$ cat config.mk
export PLATFORM = sky130hd
export DESIGN_NAME = bvc_back
export DESIGN_NICKNAME = d
export VERILOG_FILES = /design/src/hw/rtl/bvc_pkg.sv /design/src/hw/rtl/bvc_back.sv
export SDC_FILE = /design/constraint.sdc
export NUM_CORES = 1
export LEC_CHECK = 0
export ABC_AREA = 0
export BUFFER_PORTS_ARGS = -buffer_cell sky130_fd_sc_hd__buf_2
export CORE_MARGIN = 2
export CORE_UTILIZATION = 46
export CTS_CLUSTER_SIZE = 20
export DETAILED_ROUTE_END_ITERATION = 8
export PLACE_DENSITY_LB_ADDON = 0.25
export SYNTH_ARGS = -nofsm -noshare
export SYNTH_HDL_FRONTEND = slang
export SYNTH_SLANG_ARGS = --single-unit
$ cat constraint.sdc
create_clock -name clk -period 2.2 [get_ports clk]
set_input_delay 0.44 -clock clk [delete_from_list [all_inputs] [get_ports clk]]
set_output_delay 0.44 -clock clk [all_outputs]
set_load 0.1 [all_outputs]
$ cat src/hw/rtl/bvc_pkg.sv
// Shared types and codes for the bitmap video colorizer.
// No dependencies; every other RTL file of the block except bvc_ram imports this package.
`default_nettype none

package bvc_pkg;

  localparam int COLOR_ENTRIES_DEF = 2048;
  localparam int FIFO_DEPTH_DEF    = 4;

  // Action codes of an input item
  localparam logic [1:0] ACT_WRITE  = 2'd0;
  localparam logic [1:0] ACT_READ   = 2'd1;
  localparam logic [1:0] ACT_RENDER = 2'd2;

  // Color mode codes; codes above MODE_PALETTE color like MODE_WHITE
  localparam logic [2:0] MODE_WHITE   = 3'd0;
  localparam logic [2:0] MODE_GREEN   = 3'd1;
  localparam logic [2:0] MODE_BAND_A  = 3'd2;
  localparam logic [2:0] MODE_BAND_B  = 3'd3;
  localparam logic [2:0] MODE_PALETTE = 3'd4;

  typedef struct packed {
    logic [1:0]  action;
    logic [12:0] ram_offset;
    logic [7:0]  write_data;
    logic [7:0]  video_byte;
    logic [7:0]  pixel_row;
    logic [4:0]  byte_column;
  } item_t;

  typedef struct packed {
    logic [7:0] pixel_x;
    logic [7:0] pixel_y;
    logic [7:0] red;
    logic [7:0] green;
    logic [7:0] blue;
    logic [7:0] read_data;
    logic       last;
  } result_t;

  // One classified job between the front and back ends
  typedef struct packed {
    logic       is_read;
    logic [7:0] ram_data;
    logic [7:0] video_byte;
    logic [7:0] pixel_row;
    logic [4:0] byte_column;
  } job_t;

endpackage

`default_nettype wire

$ cat src/hw/rtl/bvc_back.sv
// Back end: expands queued jobs into results, one per cycle unless pop stalls the output, through an output register.
// Depends on bvc_pkg.
`default_nettype none

module bvc_back
  import bvc_pkg::*;
#(
  parameter int FIFO_DEPTH = FIFO_DEPTH_DEF
) (
  input  wire logic                            clk,
  input  wire logic                            rst,
  input  wire logic [2:0]                      color_mode,
  input  wire job_t                            head,
  input  wire logic [$clog2(FIFO_DEPTH+1)-1:0] fifo_count,
  output logic                                 fifo_pop,
  output result_t                              result,
  output logic                                 empty,
  input  wire logic                            pop
);

  logic        cur_valid;
  job_t        cur;
  logic [2:0]  bit_idx;
  logic        out_valid;
  logic        advance;
  logic        cur_last;
  logic        have_job;
  logic [7:0]  px;
  logic [7:0]  py;
  logic [23:0] rgb;
  result_t     pix;

  function automatic logic [23:0] palette_rgb(logic [2:0] idx);
    logic [23:0] c;
    case (idx)
      3'd0:    c = {8'd128, 8'd128, 8'd255};
      3'd1:    c = {8'd255, 8'd0,   8'd0};
      3'd2:    c = {8'd0,   8'd0,   8'd255};
      3'd3:    c = {8'd255, 8'd0,   8'd255};
      3'd4:    c = {8'd0,   8'd255, 8'd0};
      3'd5:    c = {8'd255, 8'd255, 8'd0};
      3'd6:    c = {8'd0,   8'd255, 8'd255};
      default: c = {8'd255, 8'd255, 8'd255};
    endcase
    return c;
  endfunction

  assign have_job = fifo_count != '0;
  assign advance  = !out_valid || pop;
  assign cur_last = cur.is_read || bit_idx == 3'd7;
  assign fifo_pop = have_job && (!cur_valid || (advance && cur_last));
  assign empty    = !out_valid;

  assign px = {cur.byte_column, bit_idx};
  assign py = cur.pixel_row;

  always_comb begin
    if (!cur.video_byte[bit_idx]) begin
      rgb = '0;
    end else begin
      unique case (color_mode)
        MODE_GREEN: rgb = {8'd51, 8'd255, 8'd127};
        MODE_BAND_A: begin
          if (px > 8'd194 && px <= 8'd223) begin
            rgb = {8'd255, 8'd32, 8'd32};
          end else if (px >= 8'd16 && px <= 8'd72) begin
            rgb = {8'd32, 8'd255, 8'd32};
          end else if (px < 8'd16 && py >= 8'd16 && py < 8'd134) begin
            rgb = {8'd32, 8'd255, 8'd32};
          end else begin
            rgb = {8'd255, 8'd255, 8'd255};
          end
        end
        MODE_BAND_B: begin
          if (px > 8'd192) begin
            rgb = {8'd38, 8'd255, 8'd38};
          end else if (px < 8'd73) begin
            rgb = {8'd255, 8'd255, 8'd38};
          end else begin
            rgb = {8'd255, 8'd128, 8'd255};
          end
        end
        MODE_PALETTE: rgb = palette_rgb(cur.ram_data[2:0]);
        default:      rgb = {8'd255, 8'd255, 8'd255};
      endcase
    end
  end

  always_comb begin
    if (cur.is_read) begin
      pix           = '0;
      pix.read_data = cur.ram_data;
      pix.last      = 1'b1;
    end else begin
      pix.pixel_x   = px;
      pix.pixel_y   = py;
      pix.red       = rgb[23:16];
      pix.green     = rgb[15:8];
      pix.blue      = rgb[7:0];
      pix.read_data = '0;
      pix.last      = (bit_idx == 3'd7);
    end
  end

  always_ff @(posedge clk) begin
    if (rst) begin
      cur_valid <= 1'b0;
      bit_idx   <= '0;
      out_valid <= 1'b0;
    end else begin
      if (fifo_pop) begin
        cur_valid <= 1'b1;
        bit_idx   <= '0;
      end else if (advance && cur_valid) begin
        if (cur_last) begin
          cur_valid <= 1'b0;
        end
        bit_idx <= bit_idx + 3'd1;
      end
      if (advance) begin
        out_valid <= cur_valid;
      end
    end
  end

  always_ff @(posedge clk) begin
    if (fifo_pop) begin
      cur <= head;
    end
    if (advance && cur_valid) begin
      result <= pix;
    end
  end

`ifndef SYNTHESIS
  a_read_single: assert property (@(posedge clk) disable iff (rst)
    cur_valid && cur.is_read |-> bit_idx == 3'd0)
    else $error("read job stepped past its single result");

  a_no_drop: assert property (@(posedge clk) disable iff (rst)
    cur_valid && !cur_last && !advance |=> cur_valid && $stable(bit_idx))
    else $error("pixel step moved while output stalled");

  a_pop_needs_job: assert property (@(posedge clk) disable iff (rst)
    fifo_pop |-> fifo_count != '0)
    else $error("queue popped while empty");
`endif

endmodule

`default_nettype wire
[Word level (Yosys, flattened, before mapping)]
Index checks and enable logic that the tools add are counted.
Operators by class
  bitwise gates (word level): 1
  muxes and demuxes: 12
  order comparisons: 10
  $add $sub $neg: 1
  reduce and logical (&&, ||, !) cells: 19
  eq/ne operators: 11
Operators by type and width (count)
  one-hot mux 24 bit (7 select lines): 1
  2-to-1 mux 24 bit: 4
  one-hot mux 24 bit (4 select lines): 1
  greater-or-equal comparator 8 x 5 -> 1 bit, second input constant: 2
  > comparator 8 bit, second input constant: 2
  equality test 3 bit, second input constant: 5
  2-to-1 mux 15 bit: 1
  equality test 3 x 2 -> 1 bit, second input constant: 4
  less-or-equal comparator 8 x 7 -> 1 bit, second input constant: 1
  less-or-equal comparator 8 bit, second input constant: 1
  < comparator 8 x 5 -> 1 bit, second input constant: 1
  < comparator 8 x 7 -> 1 bit, second input constant: 1
  < comparator 8 bit, second input constant: 1
  logical AND 1 bit: 7
  equality test 3 x 1 -> 1 bit, second input constant: 2
  < comparator 3 x 4 -> 1 bit, second input constant: 1
  2-to-1 mux 1 bit: 4
  nonzero test 2 bit: 2
  OR reduction 2 bit: 2
  adder 3 x 1 -> 3 bit, second input constant: 1
  binary-select mux 1 bit (select 3 bit): 1
  zero test 3 bit: 1
  logical OR 1 bit: 3
  nonzero test 3 bit: 1
  other kinds (3): 4
Storage, ports and cells
  output and inout port bits: 51
  input bits: 39
  bits in registers: 84
  logic and storage cells: 69

[Logic depth before layout (Yosys ltp)]
  depth after elaboration: 7
  depth in mapped cells: 7

[Least setup slack after synthesis]
OpenSTA, ideal clock, no wires.
  path type: reg2reg
  start point: reg bit_idx[0]
  end point: reg bit_idx[0]
  data arrival time: 2.879 ns
  slack: -0.794 ns
  stages on the path, launching flop included: 8
  clock period less this slack: 2.994 ns
  cells stage by stage: dfxtp_1 > ha_1 > ha_1 > nor2_1 > o21ai_0 > o31a_1 > or2_2 > nor2_1
Between the ends
  word-level cells in the longest chain between the ends: 6
  elaborated cells on any way between the ends: 7
RTL lines
  start: declaration: line bvc_back.sv:23  | logic [2:0] bit_idx;
  start signal: assignment: line bvc_back.sv:118  | bit_idx <= bit_idx + 3'd1;
  equality test 3 bit: line bvc_back.sv:50  | assign cur_last = cur.is_read || bit_idx == 3'd7;
  logical OR 1 bit: line bvc_back.sv:50
  logical AND 1 bit: line bvc_back.sv:51  | assign fifo_pop = have_job && (!cur_valid || (advance && cur_last));
  logical OR 1 bit: line bvc_back.sv:51
  logical AND 1 bit: line bvc_back.sv:51
  net fifo_pop: line bvc_back.sv:15  | output logic fifo_pop,
  OR reduction 2 bit (no line)
The timed path passes the listed nets, and every way through them passes these cells.
A chain may end at the register's enable or synchronous reset.

[Worst setup path in the final report]
  start point: reg bit_idx[0]
  end point: out fifo_pop
Between the ends
  word-level cells in the longest chain between the ends: 5
RTL lines (line)
  equality test 3 bit: bvc_back.sv:50
  logical OR 1 bit: bvc_back.sv:50
  logical AND 1 bit: bvc_back.sv:51
  logical OR 1 bit: bvc_back.sv:51
  logical AND 1 bit: bvc_back.sv:51
  end: declaration: bvc_back.sv:15
No other way between the ends.

==> parameters.txt <==
Parameter                              Value

Drt
  First-pass DRT Iterations    4
  Amount of wire on met2 after detailed routing    2530 um
  Uppermost layer routed    met4
  Drt initial violations    92
  Number of routed nets with antenna violations    0
  Final routed wirelength across all metal layers    5051 um
  Met1 layer wirelength in the final routing    2071 um
  Via density per instance    4.884
  Via count    1851
  Met3 layer wire length in the routed design    311 um
  DRC violation count after routing    0
  Avg WL per Cell    13.33 um

Worst setup path
  Worst setup EP type    output pin
  Category of the critical setup timing path    flip-flop to output pin
  Critical Path Start Type    flip-flop
  Crit path arrival time    1.59 ns
  Cell occurring most often along the worst timing path    sky130_fd_sc_hd__ha_1
  Required time of the critical path    1.76 ns
  Slowest cell on the critical path    sky130_fd_sc_hd__dfxtp_1
  Crit-path cells    ha_1, ha_1, nor2_1, o21ai_2, o31a_4, buf_12
  Largest stage delay, worst path    0.31 ns
  Critical-path maximum fanout    6

Clock tree
  Number of buffers between clock root and the deepest sink    2
  Later-pin clock latency in the skew report    0.35 ns
  Total CTS buffers    9
  Clock tree root driver cell    sky130_fd_sc_hd__clkbuf_8
  Number of H-tree levels    3
  Clock Sink Count    73
  Hold Buf Count CTS    0
  Clock tree from TritonCTS    done
  Clock transition at the register clock pins on the worst setup and hold paths after CTS    0.07 ns

Synth
  Primary FF master, synth    sky130_fd_sc_hd__edfxtp_1
  Cell variety after synth    35
  Leading post-synthesis cells by instance count    sky130_fd_sc_hd__edfxtp_1 (68), sky130_fd_sc_hd__nor2_1 (20), sky130_fd_sc_hd__nor2b_1 (16)
  Mean area per synthesized cell    14.61 um^2
  Post-synthesis net count    245
  Synthesized netlist cell count    203
  Most area-hungry cell type in the Yosys netlist    sky130_fd_sc_hd__edfxtp_1
  Synth Cell Area    2965 um^2
  Most frequent cell after synthesis    sky130_fd_sc_hd__edfxtp_1
  Share of synthesized area occupied by flip-flops and latches    0.7224
  Syn. warnings    0
  Fraction of post-synthesis cell area in the top cell type by area    0.6886
  Cells taking the most area after synthesis    sky130_fd_sc_hd__edfxtp_1 (69%), sky130_fd_sc_hd__dfxtp_1 (3.4%), sky130_fd_sc_hd__nor2b_1 (3.4%), sky130_fd_sc_hd__buf_4 (2.8%), sky130_fd_sc_hd__nor2_1 (2.5%)
  Number of synthesized flops with an enable pin    68
  Post-synthesis async set-or-reset flop share    0
  Synthesis-stage register bit count    73

STA
  # setup viols final    0
  Min setup slack post-route    0.1692 ns
  Worst slew margin    0.6749
  Final setup skew    0.009736 ns
  Share of the clock period used by the worst path    0.9231
  RSZ-0062 raised after global routing    no
  Setup TNS Final    0 ns
  Slew at the pin closest to its max-slew limit    0.4911 ns
  Final Max Tran Viols    0
  Maximum clock frequency    0.4924 GHz
  Final critical path time including I/O delays and setup    2.031 ns
  Hold Vio Cnt, Final    0

Min path
  Kind of path behind the tightest hold check    input pin to flip-flop

Pwr
  Switching fraction of total power    0.3449
  Power Internal    0.002253 W
  Clock power share    0.255
  Areal power density over the cells    938.7 nW/um^2
  Leakage power total    1.515 nW
  Worst VDD drop    0.0005256 V
  Logic gate share of total power    0.251
  Power spent charging and discharging nets    0.001186 W
  Share of power burned in registers    0.494

Global route
  Initial antenna violation count    0
  Maximum number of pins on one net before global-route repair    35
  Overflow left after global routing    0
  Via count of the first global-routing pass    1762
  First-pass GRT wire length    8211 um
  Combined global-route utilization of all metal layers    0.1545

Status
  Outcome    complete, no violations

Final layout
  Layout-stage area growth over the synthesis result    23.54%
  Share of post-route cells with drive strength above 1    0.3808
  Nets@finish    339
  # diodes    0
  Fill cell count    498

Placement
  Count of input and output buffers    89
  Global placement routability congestion    0.8076
  Worst setup slack after placement    0.3063 ns
  Final HPWL DP    3645 um

Die
  Total core area    6277 um^2
  Chip width    84.29 um
  Initial core utilization    0.4724
  Number of top-level pins    90
  Y dimension of the die    84.29 um
  Placement Rows    29
  Die area    7105 um^2

Run
  Maximum capacitance violations    0
[cells by family (layout without fill, tap and decap cells)]
family	after synthesis	after routing	synth area share
compound gates	33	33	0.07089
xor+xnor	1	1	0.002954
fa+ha+maj	3	3	0.01266
buf+inv	20	119	0.04177
flops	73	73	0.7224
mux	5	5	0.02785
simple gates	68	68	0.1215
[through the flow]
| step | utilization | total power [W] | hold slack (ns) | cells | instance area, um^2 |
|---|---|---|---|---|---|
| 6_report | 0.5836 | 0.003439 | 0.2619 | 379 | 3664 |
| 5_1_grt | 0.5836 | 0.003572 | 0.2499 | 379 | 3664 |
| 4_1_cts | 0.5804 | 0.003465 | 0.2459 | 377 | 3643 |
| 3_5_place_dp | 0.5547 | 0.002589 | 0.5052 | 361 | 3482 |
| 3_3_place_gp | 0.5547 | 0.002580 | 0.5035 | 361 | 3482 |
| 2_1_floorplan | - | 0.002451 | 0.4765 | 203 | 2982 |
[power groups by stage]
stage                     combinational [W]  sequential [W]  clock, W
after detailed placement           0.000861         0.00173         0
after global routing               0.000901         0.00171  0.000962
after floorplan                    0.000325         0.00213         0
after global placement             0.000855         0.00173         0
after CTS                          0.000862         0.00170  0.000904
final                              0.000863         0.00170  0.000879
[final cells by class]
type / instances / area, um^2 / share of cell area
multi-input cells: 110 / 715.7 / 0.1954
clock buffers: 15 / 156.4 / 0.04269
clock inverters: 1 / 5.005 / 0.001366
flip-flops and latches: 73 / 2143 / 0.5850
repair buffers: 97 / 520.5 / 0.1421
well taps: 77 / 96.34 / 0.02630
inverters: 6 / 26.28 / 0.007172
[registers in the layout, indices dropped and copies added (netlist names)]
name       cells
result        38
out_valid      1
py             8
bit_idx        3
cur_valid      1
cur           22
[worst max-delay path, delay by kind of cell (launching register included)]
family                     cells  cell delay (ns)
DFF                            1             0.31
and+or+nand+nor                1             0.14
buffers and inverters          1             0.18
AOI/OAI and AO/OA              2             0.24
adders and majority gates      2             0.37
[metal layers]
metal  global-route usage  vias up
li1                     -      923
met1               0.1844      849
met2               0.2475       66
met3              0.04326       13
met4              0.09824        0
met5                    0        -
[worst paths after layout]
kind,startpoint,end,slack (ns),depth (start not counted)
max reg2reg,bit_idx[0],result[23],0.39,8
min reg2reg,cur_valid,out_valid,0.52,2
max,bit_idx[0],fifo_pop,0.17,6
min,head[12],py[7],0.26,1
[timing repair]
| action | in CTS | in global routing |
|---|---|---|
| resized for setup | 1 | 2 |
| setup buffers | 0 | 2 |
| setup endpoints to repair | 1 | 1 |
[cells in the final DEF, fill, tap and decap left out, types with 3 or more instances in the layout]
cell,netlist,routed
sky130_fd_sc_hd__inv_1,6,5
sky130_fd_sc_hd__buf_4,11,8
sky130_fd_sc_hd__nand2b_1,6,6
sky130_fd_sc_hd__dfxtp_1,5,4
sky130_fd_sc_hd__mux2i_1,3,3
sky130_fd_sc_hd__nand2_1,5,5
sky130_fd_sc_hd__o21ai_0,7,6
sky130_fd_sc_hd__and2_1,8,8
sky130_fd_sc_hd__buf_2,0,88
sky130_fd_sc_hd__nor2_1,20,20
sky130_fd_sc_hd__a21oi_1,7,7
sky130_fd_sc_hd__clkbuf_8,0,10
sky130_fd_sc_hd__nor2b_1,16,16
sky130_fd_sc_hd__o21bai_1,3,3
sky130_fd_sc_hd__a31oi_1,6,6
sky130_fd_sc_hd__ha_1,3,3
sky130_fd_sc_hd__edfxtp_1,68,68
sky130_fd_sc_hd__nor3_1,5,5
sky130_fd_sc_hd__clkbuf_1,2,5
Power figures use the tool's default switching activity.
