`src/hw/rtl/bvc_pkg.sv`:
```
// Shared types and codes for the bitmap video colorizer.
// No dependencies; every other RTL file of the block except bvc_ram imports this package.
`default_nettype none

package bvc_pkg;

  localparam int COLOR_ENTRIES_DEF = 2048;
  localparam int FIFO_DEPTH_DEF    = 4;

  // Action codes of an input item
  localparam logic [1:0] ACT_WRITE  = 2'd0;
  localparam logic [1:0] ACT_READ   = 2'd1;
  localparam logic [1:0] ACT_RENDER = 2'd2;

  // Color mode codes; codes above MODE_PALETTE color like MODE_WHITE
  localparam logic [2:0] MODE_WHITE   = 3'd0;
  localparam logic [2:0] MODE_GREEN   = 3'd1;
  localparam logic [2:0] MODE_BAND_A  = 3'd2;
  localparam logic [2:0] MODE_BAND_B  = 3'd3;
  localparam logic [2:0] MODE_PALETTE = 3'd4;

  typedef struct packed {
    logic [1:0]  action;
    logic [12:0] ram_offset;
    logic [7:0]  write_data;
    logic [7:0]  video_byte;
    logic [7:0]  pixel_row;
    logic [4:0]  byte_column;
  } item_t;

  typedef struct packed {
    logic [7:0] pixel_x;
    logic [7:0] pixel_y;
    logic [7:0] red;
    logic [7:0] green;
    logic [7:0] blue;
    logic [7:0] read_data;
    logic       last;
  } result_t;

  // One classified job between the front and back ends
  typedef struct packed {
    logic       is_read;
    logic [7:0] ram_data;
    logic [7:0] video_byte;
    logic [7:0] pixel_row;
    logic [4:0] byte_column;
  } job_t;

endpackage

`default_nettype wire

```
`src/hw/rtl/bvc_fifo.sv`:
```
// Short job queue between the front and back ends of the colorizer.
// Depends on bvc_pkg for the job type.
`default_nettype none

module bvc_fifo
  import bvc_pkg::*;
#(
  parameter int DEPTH = FIFO_DEPTH_DEF
) (
  input  wire logic                       clk,
  input  wire logic                       rst,
  input  wire logic                       push,
  input  wire job_t                       push_job,
  input  wire logic                       pop,
  output job_t                            head,
  output logic [$clog2(DEPTH+1)-1:0]      count
);

  localparam int PW = (DEPTH > 1) ? $clog2(DEPTH) : 1;
  localparam int CW = $clog2(DEPTH+1);

  job_t          slots [DEPTH];
  logic [PW-1:0] wr_ptr;
  logic [PW-1:0] rd_ptr;

  function automatic logic [PW-1:0] ptr_inc(logic [PW-1:0] p);
    return (p == PW'(DEPTH-1)) ? '0 : p + PW'(1);
  endfunction

  assign head = slots[rd_ptr];

  always_ff @(posedge clk) begin
    if (rst) begin
      wr_ptr <= '0;
      rd_ptr <= '0;
      count  <= '0;
    end else begin
      if (push) begin
        wr_ptr <= ptr_inc(wr_ptr);
      end
      if (pop) begin
        rd_ptr <= ptr_inc(rd_ptr);
      end
      count <= count + CW'(push) - CW'(pop);
    end
  end

  always_ff @(posedge clk) begin
    if (push) begin
      slots[wr_ptr] <= push_job;
    end
  end

endmodule

`default_nettype wire

```
`config.mk`:
```
export PLATFORM = sky130hd
export DESIGN_NAME = bvc_fifo
export DESIGN_NICKNAME = d
export VERILOG_FILES = /design/src/hw/rtl/bvc_pkg.sv /design/src/hw/rtl/bvc_fifo.sv
export SDC_FILE = /design/constraint.sdc
export NUM_CORES = 1
export LEC_CHECK = 0
export BUFFER_PORTS_ARGS = -buffer_cell sky130_fd_sc_hd__buf_2
export CAP_MARGIN = 5
export CORE_UTILIZATION = 45
export DETAILED_ROUTE_END_ITERATION = 10
export GPL_TIMING_DRIVEN = 0
export PLACE_DENSITY = 0.75
export SETUP_SLACK_MARGIN = 0.4
export SLEW_MARGIN = 20
export SYNTH_ARGS = -nofsm -noshare
export SYNTH_HDL_FRONTEND = slang
export SYNTH_SLANG_ARGS = --single-unit
```
`constraint.sdc`:
```
create_clock -name clk -period 1.95 [get_ports clk]
set_input_delay 0 -clock clk [delete_from_list [all_inputs] [get_ports clk]]
set_output_delay 0 -clock clk [all_outputs]
set_load 0.05 [all_outputs]
```
Word-level counts from Yosys, hierarchy flattened
Memory sizes are Yosys's and may differ from the RTL's. A register that Yosys moved wholly into a read port is not among the register bits.
Cells that the tools add are included.

word-level totals
  register bits = 7
  memory bits (writable) = 120
  output and inout bits = 33
  memories kept = 1

memory list
  name   depth  bits a word  read ports  clocked after Yosys merged registers in  wr ports  RTL line        RTL
  slots  4      30           1           1                                        1         bvc_fifo.sv:22  job_t slots [DEPTH];

operators by class
  $add $sub $neg = 4
  equality and inequality tests = 2
  muxes and demuxes = 6

operators by type and width
  kind                 count
  $mux 2               4
  $add 2x1->2 const B  2
  $eq 2x2->1 const B   2
  $add 3x1->3          1
  $sub 3x1->3          1
  $mux 1               2

Depth between registers and ports, before layout
Gate-level depths: netlist of the first run.

  depth after elaboration = 4
  gate-level depth with buffers = 8
  gate-level depth less buffers = 8

Least setup slack after synthesis of the first run
No wires, ideal clock.

  path kind = register to register
  start = register count[0]
  end = register count[2]
  library setup time = 110 ps
  data arrival time = 1761 ps
  data required time = 1840 ps
  setup slack = 79 ps
  cell stages (with the launch flop) = 9
  path buffers = 0
  clock period less this slack = 1871 ps
  cells stage by stage = dfxtp_1 > inv_1 > ha_1 > inv_1 > ha_1 > inv_1 > fa_1 > xnor3_1 > nor2_1

on the way
  longest elaborated chain between the ends = 2

RTL lines
  what                    RTL line        RTL
  start, declared         bvc_fifo.sv:16  output logic [$clog2(DEPTH+1)-1:0] count
  start signal, assigned  bvc_fifo.sv:44  count <= count + CW'(push) - CW'(pop);
  $add 3x1->3             bvc_fifo.sv:44
  $sub 3x1->3             bvc_fifo.sv:44

Every way passes these cells.
A chain may end at the register's enable or synchronous reset.

==> results of run 1 <==
-- state kept, by name, indices dropped and copies added, names as in the netlist, named ones only --
name,flops
count,3
rd_ptr,2
slots,120
wr_ptr,2
-- worst min path at each step --
stage            startpoint      endpoint  slack, ns
2_1_floorplan           rst      count[0]       0.06
3_3_place_gp    push_job[8]   slots[2][8]       0.21
3_5_place_dp   push_job[28]  slots[0][28]       0.22
4_1_cts        push_job[11]  slots[0][11]       0.22
5_1_grt         push_job[3]   slots[2][3]       0.22
6_report       push_job[11]  slots[0][11]       0.24
-- power by group through the flow --
| stage | Clock [uW] | Combinational [uW] | Sequential, uW |
|---|---|---|---|
| 6_report | 3070 | 1060 | 3210 |
| 5_1_grt | 3240 | 1110 | 3220 |
| 4_1_cts | 3120 | 1050 | 3210 |
| 3_5_place_dp | 0 | 874 | 3270 |
| 3_3_place_gp | 0 | 866 | 3260 |
| 2_1_floorplan | 0 | 594 | 3320 |
-- logic make-up (layout without fill, tap and decap cells) --
family / count (synthesis) / count (layout) / share of synthesized area [%]
multiplexers: 32 / 32 / 14.6
AND/OR/NAND/NOR: 13 / 13 / 1.60
flip-flops: 129 / 129 / 79.4
buffers and inverters: 11 / 143 / 1.42
adder cells (fa/ha/maj): 8 / 8 / 2.26
AO/OA/AOI/OAI: 2 / 2 / 0.210
XOR/XNOR: 1 / 1 / 0.473
-- layout make-up --
| class | instances | area [um^2] |
|---|---|---|
| well taps | 136 | 170 |
| repair buffers | 100 | 845 |
| inverters | 5 | 18.8 |
| multi-input cells | 56 | 940 |
| plain buffers | 6 | 75.1 |
| clock buffers | 17 | 414 |
| fillers | 754 | 3850 |
| clock inverters | 15 | 169 |
| flip-flops and latches | 129 | 3790 |
-- worst max-delay path, cell delays in order, from the launching register on --
cell and delay, ns:
dfxtp_4 0.39, buf_12 0.16, mux4_2 0.55, buf_6 0.18
-- metrics by stage --
stage / util [%] / instance area [um^2]
after detailed placement: 51.3 / 5270
after global routing: 62.5 / 6420
after global placement: 51.3 / 5270
after floorplan: - / 4770
final: 62.5 / 6420
after CTS: 62.3 / 6400
-- timing repair --
action,CTS,global route
gates resized for setup,70,4
pin swaps,0,1
hold buffers,33,0
setup buffers,0,1
setup endpoints to repair,151,32
endpoints found under the hold margin,129,0
-- per-layer routing --
metal | part of all wire, % | vias up | GRT usage, %
met5 | 0 | - | 0
met4 | 1.1 | 0 | 6.04
met3 | 3.5 | 8 | 5.36
met2 | 53 | 57 | 26.5
met1 | 43 | 1205 | 19.7
li1 | - | 1056 | -
-- synth_stat cells, drive strengths merged, types with 2 or more instances --
| cell type | n |
|---|---|
| edfxtp | 120 |
| mux4 | 30 |
| dfxtp | 9 |
| ha | 7 |
| buf | 6 |
| inv | 5 |
| and2 | 4 |
| nor2 | 4 |
| a21oi | 2 |
| mux2i | 2 |
| nand2b | 2 |
| or3b | 2 |
==> results by group, run 1 <==
Power
  • Clk network pwr share: 41.8%
  • Power per cell area: ~1100 nW/um^2
  • Peak supply drop: approximately 870 uV
  • Total power: about 7300 uW
  • Leakage: about 0.0023 uW
  • Psw: 1800 uW
  • Net Sw Frac: 24.5%
  • Pint: around 5500 uW
  • Flop pwr share: between 40% and 50%
  • Combinational power share: between 10 and 15%

Flow run
  • Maxcap violations: 0

Setup path
  • Worst reg-to-reg path cell count: 8
  • Worst setup endpoint: head[5]
  • Arrival @ worst endpoint: 1.79 ns
  • CP required: ~2.0 ns
  • R2R setup slack: ~0.45 ns
  • Setup CP Type: register to output pin
  • R2R Path Start: count[0]
  • Critical path endpoint category: output pin
  • Worst r2r dst: count[2]
  • Crit Path Max Fanout: 10
  • CP startpoint kind: register

Synthesis
  • Area leader, netlist: edfxtp_1
  • Mapped Area: 4760 um^2
  • Mean post-synth cell area: around 24 um^2
  • #FFs+latches synth: ~130
  • Mapped Cells: just under 200
  • Ys flop type: edfxtp_1
  • Post-synth net total: approximately 240
  • Yosys warning count: 0
  • Cell variety after synth: 17
  • Sequential area share after synthesis: 79.4%
  • Number of synthesized flops with an enable pin: 120
  • Top post-synthesis cells by area: edfxtp_1 (76%), mux4_2 (14%), dfxtp_1 (3.8%), ha_1 (1.8%), buf_6 (0.71%)
  • Synth async-reset ratio: 0%
  • Share of the synthesized area in the top cell type: roughly 76%

Detailed routing
  • Vias post-DR: 2326
  • Post-DR wirelength/cell: between 15 and 20 um
  • Post-route ant nets: 0
  • 1st-iter DRT viols: between 40 and 50
  • WL final: between 8 and 9 mm
  • Drt pass-1 iters: 5
  • Mean number of vias per cell: 5.01
  • DRC violations left: 0

Layout
  • Leading cell type in the layout, fill and taps excluded: edfxtp_1
  • Commonest cells after routing, fill and taps aside: edfxtp_1 (120), buf_2 (39), dlygate4sd3_1 (33), mux4_2 (30), buf_6 (27)
  • Share of layout cells above drive strength 1: ~44%
  • Fin cells: about 460
  • Synthesis-to-layout area growth: 34.8%
  • Antenna diodes: 0
  • NumNets Final: 357

Global route
  • Gr ovfl total: 0
  • GRT Util Overall: 16.0%
  • Vias in the first global route: between 2000 and 2500
  • First-pass GRT wire length: 12.7 mm
  • Initial antenna violation count: 0
  • Pin count of the biggest net entering global routing: 31

Clocking
  • CTS Buffer Depth: 2
  • Later-pin clock latency in the skew report: approximately 0.51 ns
  • Clk root buf: clkbuf_8
  • Clk slew on worst S/H paths: ~0.06 ns
  • CTS tree: built
  • Max H-tree Level: 4
  • Clock sinks: around 130
  • CTS buffer count: 17

Run status
  • Outcome: finished, final reports clean

STA
  • Worst hold slack: approximately 0.24 ns
  • Post-route clock skew: ~0.0069 ns
  • Max-slew violation count: 0
  • Post-Route Setup TNS: 0 ns
  • Setup repair after global routing missed its margin: yes
  • Final setup violation count: 0
  • Fin crit share: about 92%
  • Worst slew pin tran: just under 0.5 ns
  • Worst Setup Slack, final: 0.164 ns
  • Min Tclk post-route: ~1.8 ns
  • Slew HR: between 60% and 70%
  • Max Freq: between 500 and 600 MHz
  • Final Hold Viols: 0

Floorplanning
  • I/O pin count: 67
  • Die span in x: roughly 100 um
  • Die Y: approximately 100 um
  • Core area: 10300 um^2
  • Starting density of the core: a little under half
  • Die ar.: roughly 11000 um^2
  • Core Rows: 37

Placed design
  • IO buf count: 66
  • Final GP Congestion: roughly 0.65
  • Pre-CTS WS: between 0.2 and 0.25 ns
  • HPWL after DPL: 4.39 mm
  • Placed Cells: 398

Hold path
  • Hold crit path type: input port to register
  • Hold Crit Depth: 2
Power figures use the tool's default switching activity.
==> inputs of run 2 (changes only) <==
--- a/config.mk
+++ b/config.mk
@@ -9,2 +9,3 @@
 export CAP_MARGIN = 5
+export CORE_ASPECT_RATIO = 0.7
 export CORE_UTILIZATION = 45
==> constraint.sdc (replaced) <==
create_clock -name clk -period 1.95 [get_ports clk]
set_input_delay 0.39 -clock clk [delete_from_list [all_inputs] [get_ports clk]]
set_output_delay 0.39 -clock clk [all_outputs]
set_load 0.05 [all_outputs]
==> run 2 against run 1 <==
Net effect:
- the flow now finishes with violations (DRC, setup timing)
- register-to-register slack is essentially flat
- wire length grew 0.15%
- critical path depth is the same
- global-route usage grew 0.49 points
- first-iteration DRC count grew to 3.7 times the previous value
- maximum frequency shrank 14%
- sequential cell count is the same
- die area is essentially flat
- largest cell class unchanged
- clock skew is essentially flat
==> results by group, run 2 (synthesized netlist as in run 1, its figures left out) <==
STA
  • Fin crit share: 106%
  • Max Freq: around 480 MHz
  • Worst slew pin tran: roughly 0.50 ns
  • Worst hold slack: between 0.15 and 0.2 ns
  • Setup repair after global routing missed its margin: yes
  • Worst Setup Slack, final: -0.119 ns
  • Post-Route Setup TNS: -2.60 ns
  • Post-route clock skew: approximately 0.0065 ns
  • Max-slew violation count: 0
  • Slew HR: between 60% and 70%
  • Final setup violation count: 30
  • Min Tclk post-route: a little over 2 ns
  • Final Hold Viols: 0

Clocking
  • CTS Buffer Depth: 2
  • CTS tree: built
  • Post-CTS Hold Fix Bufs: 0
  • Clk root buf: clkbuf_16
  • Clk slew on worst S/H paths: roughly 0.060 ns
  • Later-pin clock latency in the skew report: roughly 0.4 ns
  • Max H-tree Level: 4
  • Clock sinks: between 100 and 150
  • CTS buffer count: 17

Setup path
  • Arrival @ worst endpoint: 1.68 ns
  • Cell family with the largest share of critical-path delay: multiplexers
  • Setup CP Type: register to output pin
  • CP startpoint kind: register
  • Buf/Inv on CP: 2
  • Critical path endpoint category: output pin
  • Worst path cell trace: buf_12 > mux4_2 > buf_6
  • Crit Path Max Fanout: 10
  • Slowest-stage cell, CP: mux4_2
  • CP required: between 1.5 and 2 ns
  • Slowest stage delay, CP: between 0.5 and 0.6 ns
  • R2R setup slack: 0.44 ns

Hold path
  • Hold crit path type: input port to register

Floorplanning
  • Die Y: between 80 and 90 um
  • Die ar.: approximately 11000 um^2
  • Core area: just over 10000 um^2
  • I/O pin count: 67
  • Core Rows: 31
  • Die span in x: about 120 um
  • Starting density of the core: between 40% and 50%

Layout
  • Sequential standard cell area: 3790 um^2
  • Layout fillers: ~750
  • Synthesis-to-layout area growth: 29.3%
  • Commonest cells after routing, fill and taps aside: edfxtp_1 (120), buf_2 (39), mux4_2 (30), buf_6 (30), clkbuf_16 (17)
  • Fin cells: approximately 430
  • Area of the multi-input gates: 940 um^2
  • Leading cell type in the layout, fill and taps excluded: edfxtp_1
  • Biggest register: slots
  • Max reg flops: 120
  • Top Registers: slots: 120 flops, count: 3 flops
  • Share of layout cells above drive strength 1: slightly below 50%
  • NumNets Final: 324
  • Antenna diodes: 0

Run status
  • Outcome: finished with violations
  • Failing checks: DRC, setup timing

Global route
  • Pin count of the biggest net entering global routing: 31
  • Gr ovfl total: 0
  • GRT Util Overall: 16.5%
  • Vias in the first global route: about 2400
  • Initial antenna violation count: 0
  • First-pass GRT wire length: between 10 and 15 mm

Power
  • Peak supply drop: about 750 uV
  • Power per cell area: between 1000 and 1500 nW/um^2
  • Leakage: approximately 0.0022 uW

Placed design
  • HPWL after DPL: ~4.6 mm
  • Placed Cells: roughly 390
  • IO buf count: 66
  • Final GP Congestion: 0.684

Detailed routing
  • WL final: a little over 8 mm
  • DRC violations left: 10
  • Mean number of vias per cell: 5.19
  • 1st-iter DRT viols: ~170
  • Post-route ant nets: 0
  • Drt pass-1 iters: 7
  • Post-DR wirelength/cell: 19.1 um
  • Vias post-DR: 2216

Flow run
  • Maxcap violations: 0
run 2: through the flow:
stage | area [um^2] | util (%) | total power, uW | worst slack, ns
3_3_place_gp | 5280 | 51.2 | 4130 | 0.211
3_5_place_dp | 5280 | 51.2 | 4150 | 0.180
6_report | 6160 | 59.7 | 7610 | -0.119
5_1_grt | 6160 | 59.7 | 7850 | -0.177
2_1_floorplan | 4790 | - | 3920 | 0.328
4_1_cts | 6140 | 59.5 | 7660 | -0.148
run 2: worst register-to-register path, stage by stage (launching register included):
cell,delay [ns]
dfxtp_4,0.35
inv_4,0.04
ha_4,0.20
inv_2,0.04
ha_2,0.16
inv_2,0.04
fa_2,0.34
xnor3_1,0.20
nor2_1,0.04
run 2: power breakdown:
| part | leakage [uW] | internal (uW) | switching (uW) | total, uW |
|---|---|---|---|---|
| sequential | 0.00118 | 3160 | 46.1 | 3210 |
| clock | 0.000307 | 2260 | 1120 | 3380 |
| combinational | 0.000677 | 401 | 618 | 1020 |
run 2: worst paths after layout:
check / startpoint / to / cells after the start
worst max-delay path: register / head[21] / 3
worst min-delay path: push_job[22] / slots[2][22] / 1
worst max register to register: count[0] / count[2] / 8
worst min register to register: rd_ptr[0] / register / 2
run 2: cell type report:
| cell class | instances | area share [%] |
|---|---|---|
| Multi-Input combinational cell | 56 | 15.3 |
| Timing Repair Buffer | 67 | 8.53 |
| Inverter | 5 | 0.345 |
| Tap cell | 132 | 2.68 |
| Buffer | 6 | 1.22 |
| Clock buffer | 18 | 6.97 |
| Clock inverter | 14 | 3.47 |
| Sequential cell | 129 | 61.5 |
run 2: what timing repair did:
action | CTS | global route
hold endpoints to repair | 0 | 0
setup endpoints to repair | 151 | 32
gates resized for setup | 68 | 5
pin swaps | 0 | 1
setup buffers | 0 | 1
run 2: layer usage:
metal,wire (um),global-route usage [%],share of wire (%)
met4,68,7.98,0.83
met2,4060,26.6,50
met1,3520,20.5,43
met5,0,0,0
met3,489,5.80,6.0
==> inputs of run 3 (changes only) <==
- CELL_PAD_IN_SITES_DETAIL_PLACEMENT: default -> 0
- CELL_PAD_IN_SITES_GLOBAL_PLACEMENT: default -> 2
- CORE_UTILIZATION: 45 -> 44
- GPL_TIMING_DRIVEN: 0 -> default
- PLACE_DENSITY: 0.75 -> 0.88
==> run 3 against run 2 <==
Net effect:
- the run ends with setup timing left
- clock-buffer cell count did not move
- via count rose by 0.59%
- sequential power barely moved
- critical path type unchanged
- largest cell class unchanged
- largest power group is now sequential cells
- highest routed layer unchanged
==> results by group, run 3 (synthesized netlist as in run 1, its figures left out) <==
Layout
  • Biggest register: slots
  • Area of the multi-input gates: approximately 940 um^2
  • Antenna diodes: 0
  • Max reg flops: 120
  • Synthesis-to-layout area growth: 28.2%
  • Sequential standard cell area: 3790 um^2
  • Commonest cells after routing, fill and taps aside: edfxtp_1 (120), buf_2 (36), buf_6 (31), mux4_2 (30), clkbuf_16 (17)
  • Share of layout cells above drive strength 1: between 40% and 50%
  • Top Registers: slots: 120 flops, count: 3 flops
  • Layout fillers: 773
  • NumNets Final: 330
  • Fin cells: 433
  • Leading cell type in the layout, fill and taps excluded: edfxtp_1

Setup path
  • Slowest stage delay, CP: around 0.55 ns
  • Critical path endpoint category: output pin
  • Worst reg-to-reg path cell count: 8
  • Crit Path Max Fanout: 10
  • Worst path cell trace: buf_12 > mux4_2 > buf_6
  • R2R Path Start: count[0]
  • R2R setup slack: about 0.46 ns
  • Arrival @ worst endpoint: ~1.7 ns
  • Worst r2r dst: count[2]
  • CP startpoint kind: register
  • Slowest-stage cell, CP: mux4_2
  • CP required: roughly 1.6 ns
  • Setup CP Type: register to output pin

STA
  • Final setup violation count: 30
  • Fin crit share: 108%
  • Max-slew violation count: 0
  • Final Hold Viols: 0
  • Slew HR: a little under 80%
  • Max Freq: 474 MHz
  • Min Tclk post-route: 2.11 ns
  • Worst Setup Slack, final: -0.159 ns
  • Post-route clock skew: between 0.005 and 0.006 ns
  • Setup repair after global routing missed its margin: yes
  • Worst slew pin tran: between 0.3 and 0.4 ns

Detailed routing
  • Drt pass-1 iters: 4
  • DRC violations left: 0
  • 1st-iter DRT viols: between 150 and 200
  • Mean number of vias per cell: roughly 5.1
  • WL final: 8.16 mm
  • Post-route ant nets: 0
  • Vias post-DR: 2229
  • Post-DR wirelength/cell: approximately 19 um

Global route
  • First-pass GRT wire length: about 13 mm
  • Gr ovfl total: 0
  • Pin count of the biggest net entering global routing: 21
  • Initial antenna violation count: 0
  • Vias in the first global route: 2323
  • GRT Util Overall: 16.5%

Placed design
  • IO buf count: between 60 and 70
  • Final GP Congestion: approximately 0.68
  • HPWL after DPL: around 4.9 mm
  • Placed Cells: 400

Clocking
  • # Post-CTS Setup Buffers: 0
  • Clk slew on worst S/H paths: around 0.050 ns
  • Clock sinks: around 130
  • Later-pin clock latency in the skew report: around 0.40 ns
  • CTS tree: built
  • Clk root buf: clkbuf_16
  • CTS Buffer Depth: 2
  • Max H-tree Level: 4
  • CTS buffer count: 17

Hold path
  • Hold crit path type: input port to register
  • Worst Hold End: slots[2][17]
  • Hold Crit Depth: 1
  • Worst hold path startpoint: push_job[17]

Power
  • Power per cell area: around 1100 nW/um^2
  • Peak supply drop: a little over 700 uV
  • Total power: between 6000 and 7000 uW
  • Leakage: 0.00213 uW

Flow run
  • Maxcap violations: 0

Run status
  • Outcome: finished with violations
  • Failing checks: setup timing

Floorplanning
  • Core area: between 10000 and 15000 um^2
  • Die ar.: 11300 um^2
  • Die Y: ~89 um
  • Starting density of the core: between 40% and 50%
  • Die span in x: ~130 um
  • Core Rows: 31
  • I/O pin count: between 60 and 70
==> run 3: worst max path at each step <==
stage                     depth (start not counted)        to  slack, ns     start
after floorplan                                   8  count[2]       0.33  count[0]
after global placement                            3   head[6]       0.21  register
after detailed placement                          8  count[2]       0.19       pop
after CTS                                         3   head[6]      -0.18  register
after global routing                              3   head[6]      -0.23  register
final                                             3   head[6]      -0.16  register
==> run 3: what timing repair did <==
item | 4_1_cts | 5_1_grt
endpoints found under the hold margin | 0 | 0
pin swaps | 0 | 1
hold buffers | 0 | 0
gates resized for setup | 62 | 7
setup endpoints to repair | 31 | 46
gates cloned | 1 | 0
==> run 3: per-layer routing <==
metal	part of all wire (%)	global-route usage, %
met1	46	21.6
met2	47	24.7
met3	6.7	7.48
met4	0.51	5.59
met5	0	0
==> run 3: per-stage QoR <==
stage	area (um^2)	setup WS, ns	setup TNS [ns]	hold slack (ns)	utilization, %
after floorplan	4790	0.328	0	0.452	-
after global placement	5350	0.211	0	0.516	51.3
after detailed placement	5350	0.190	0	0.523	51.3
after CTS	6070	-0.179	-4.52	0.180	58.2
after global routing	6100	-0.226	-5.65	0.182	58.5
final	6100	-0.159	-3.78	0.199	58.5
==> run 3: report_power, final <==
part	total, uW	switching (uW)	internal (uW)
registers	3210	50.0	3160
clock network	2660	1080	1580
logic	1030	621	414
==> run 3: final cells by class <==
type                            instances  share of cell area, %
Clock inverter                         14                   1.23
Clock buffer                           18                   7.03
Multi-Input combinational cell         56                   15.5
Timing Repair Buffer                   79                   11.1
Inverter                                5                  0.348
Sequential cell                       129                   62.1
Tap cell                              132                   2.71
==> run 3: critical path: cells and delay by family, from the launching register on <==
family                 cells  cell delay (ns)
muxes                      1             0.55
DFF                        1             0.42
buffers and inverters      2             0.35
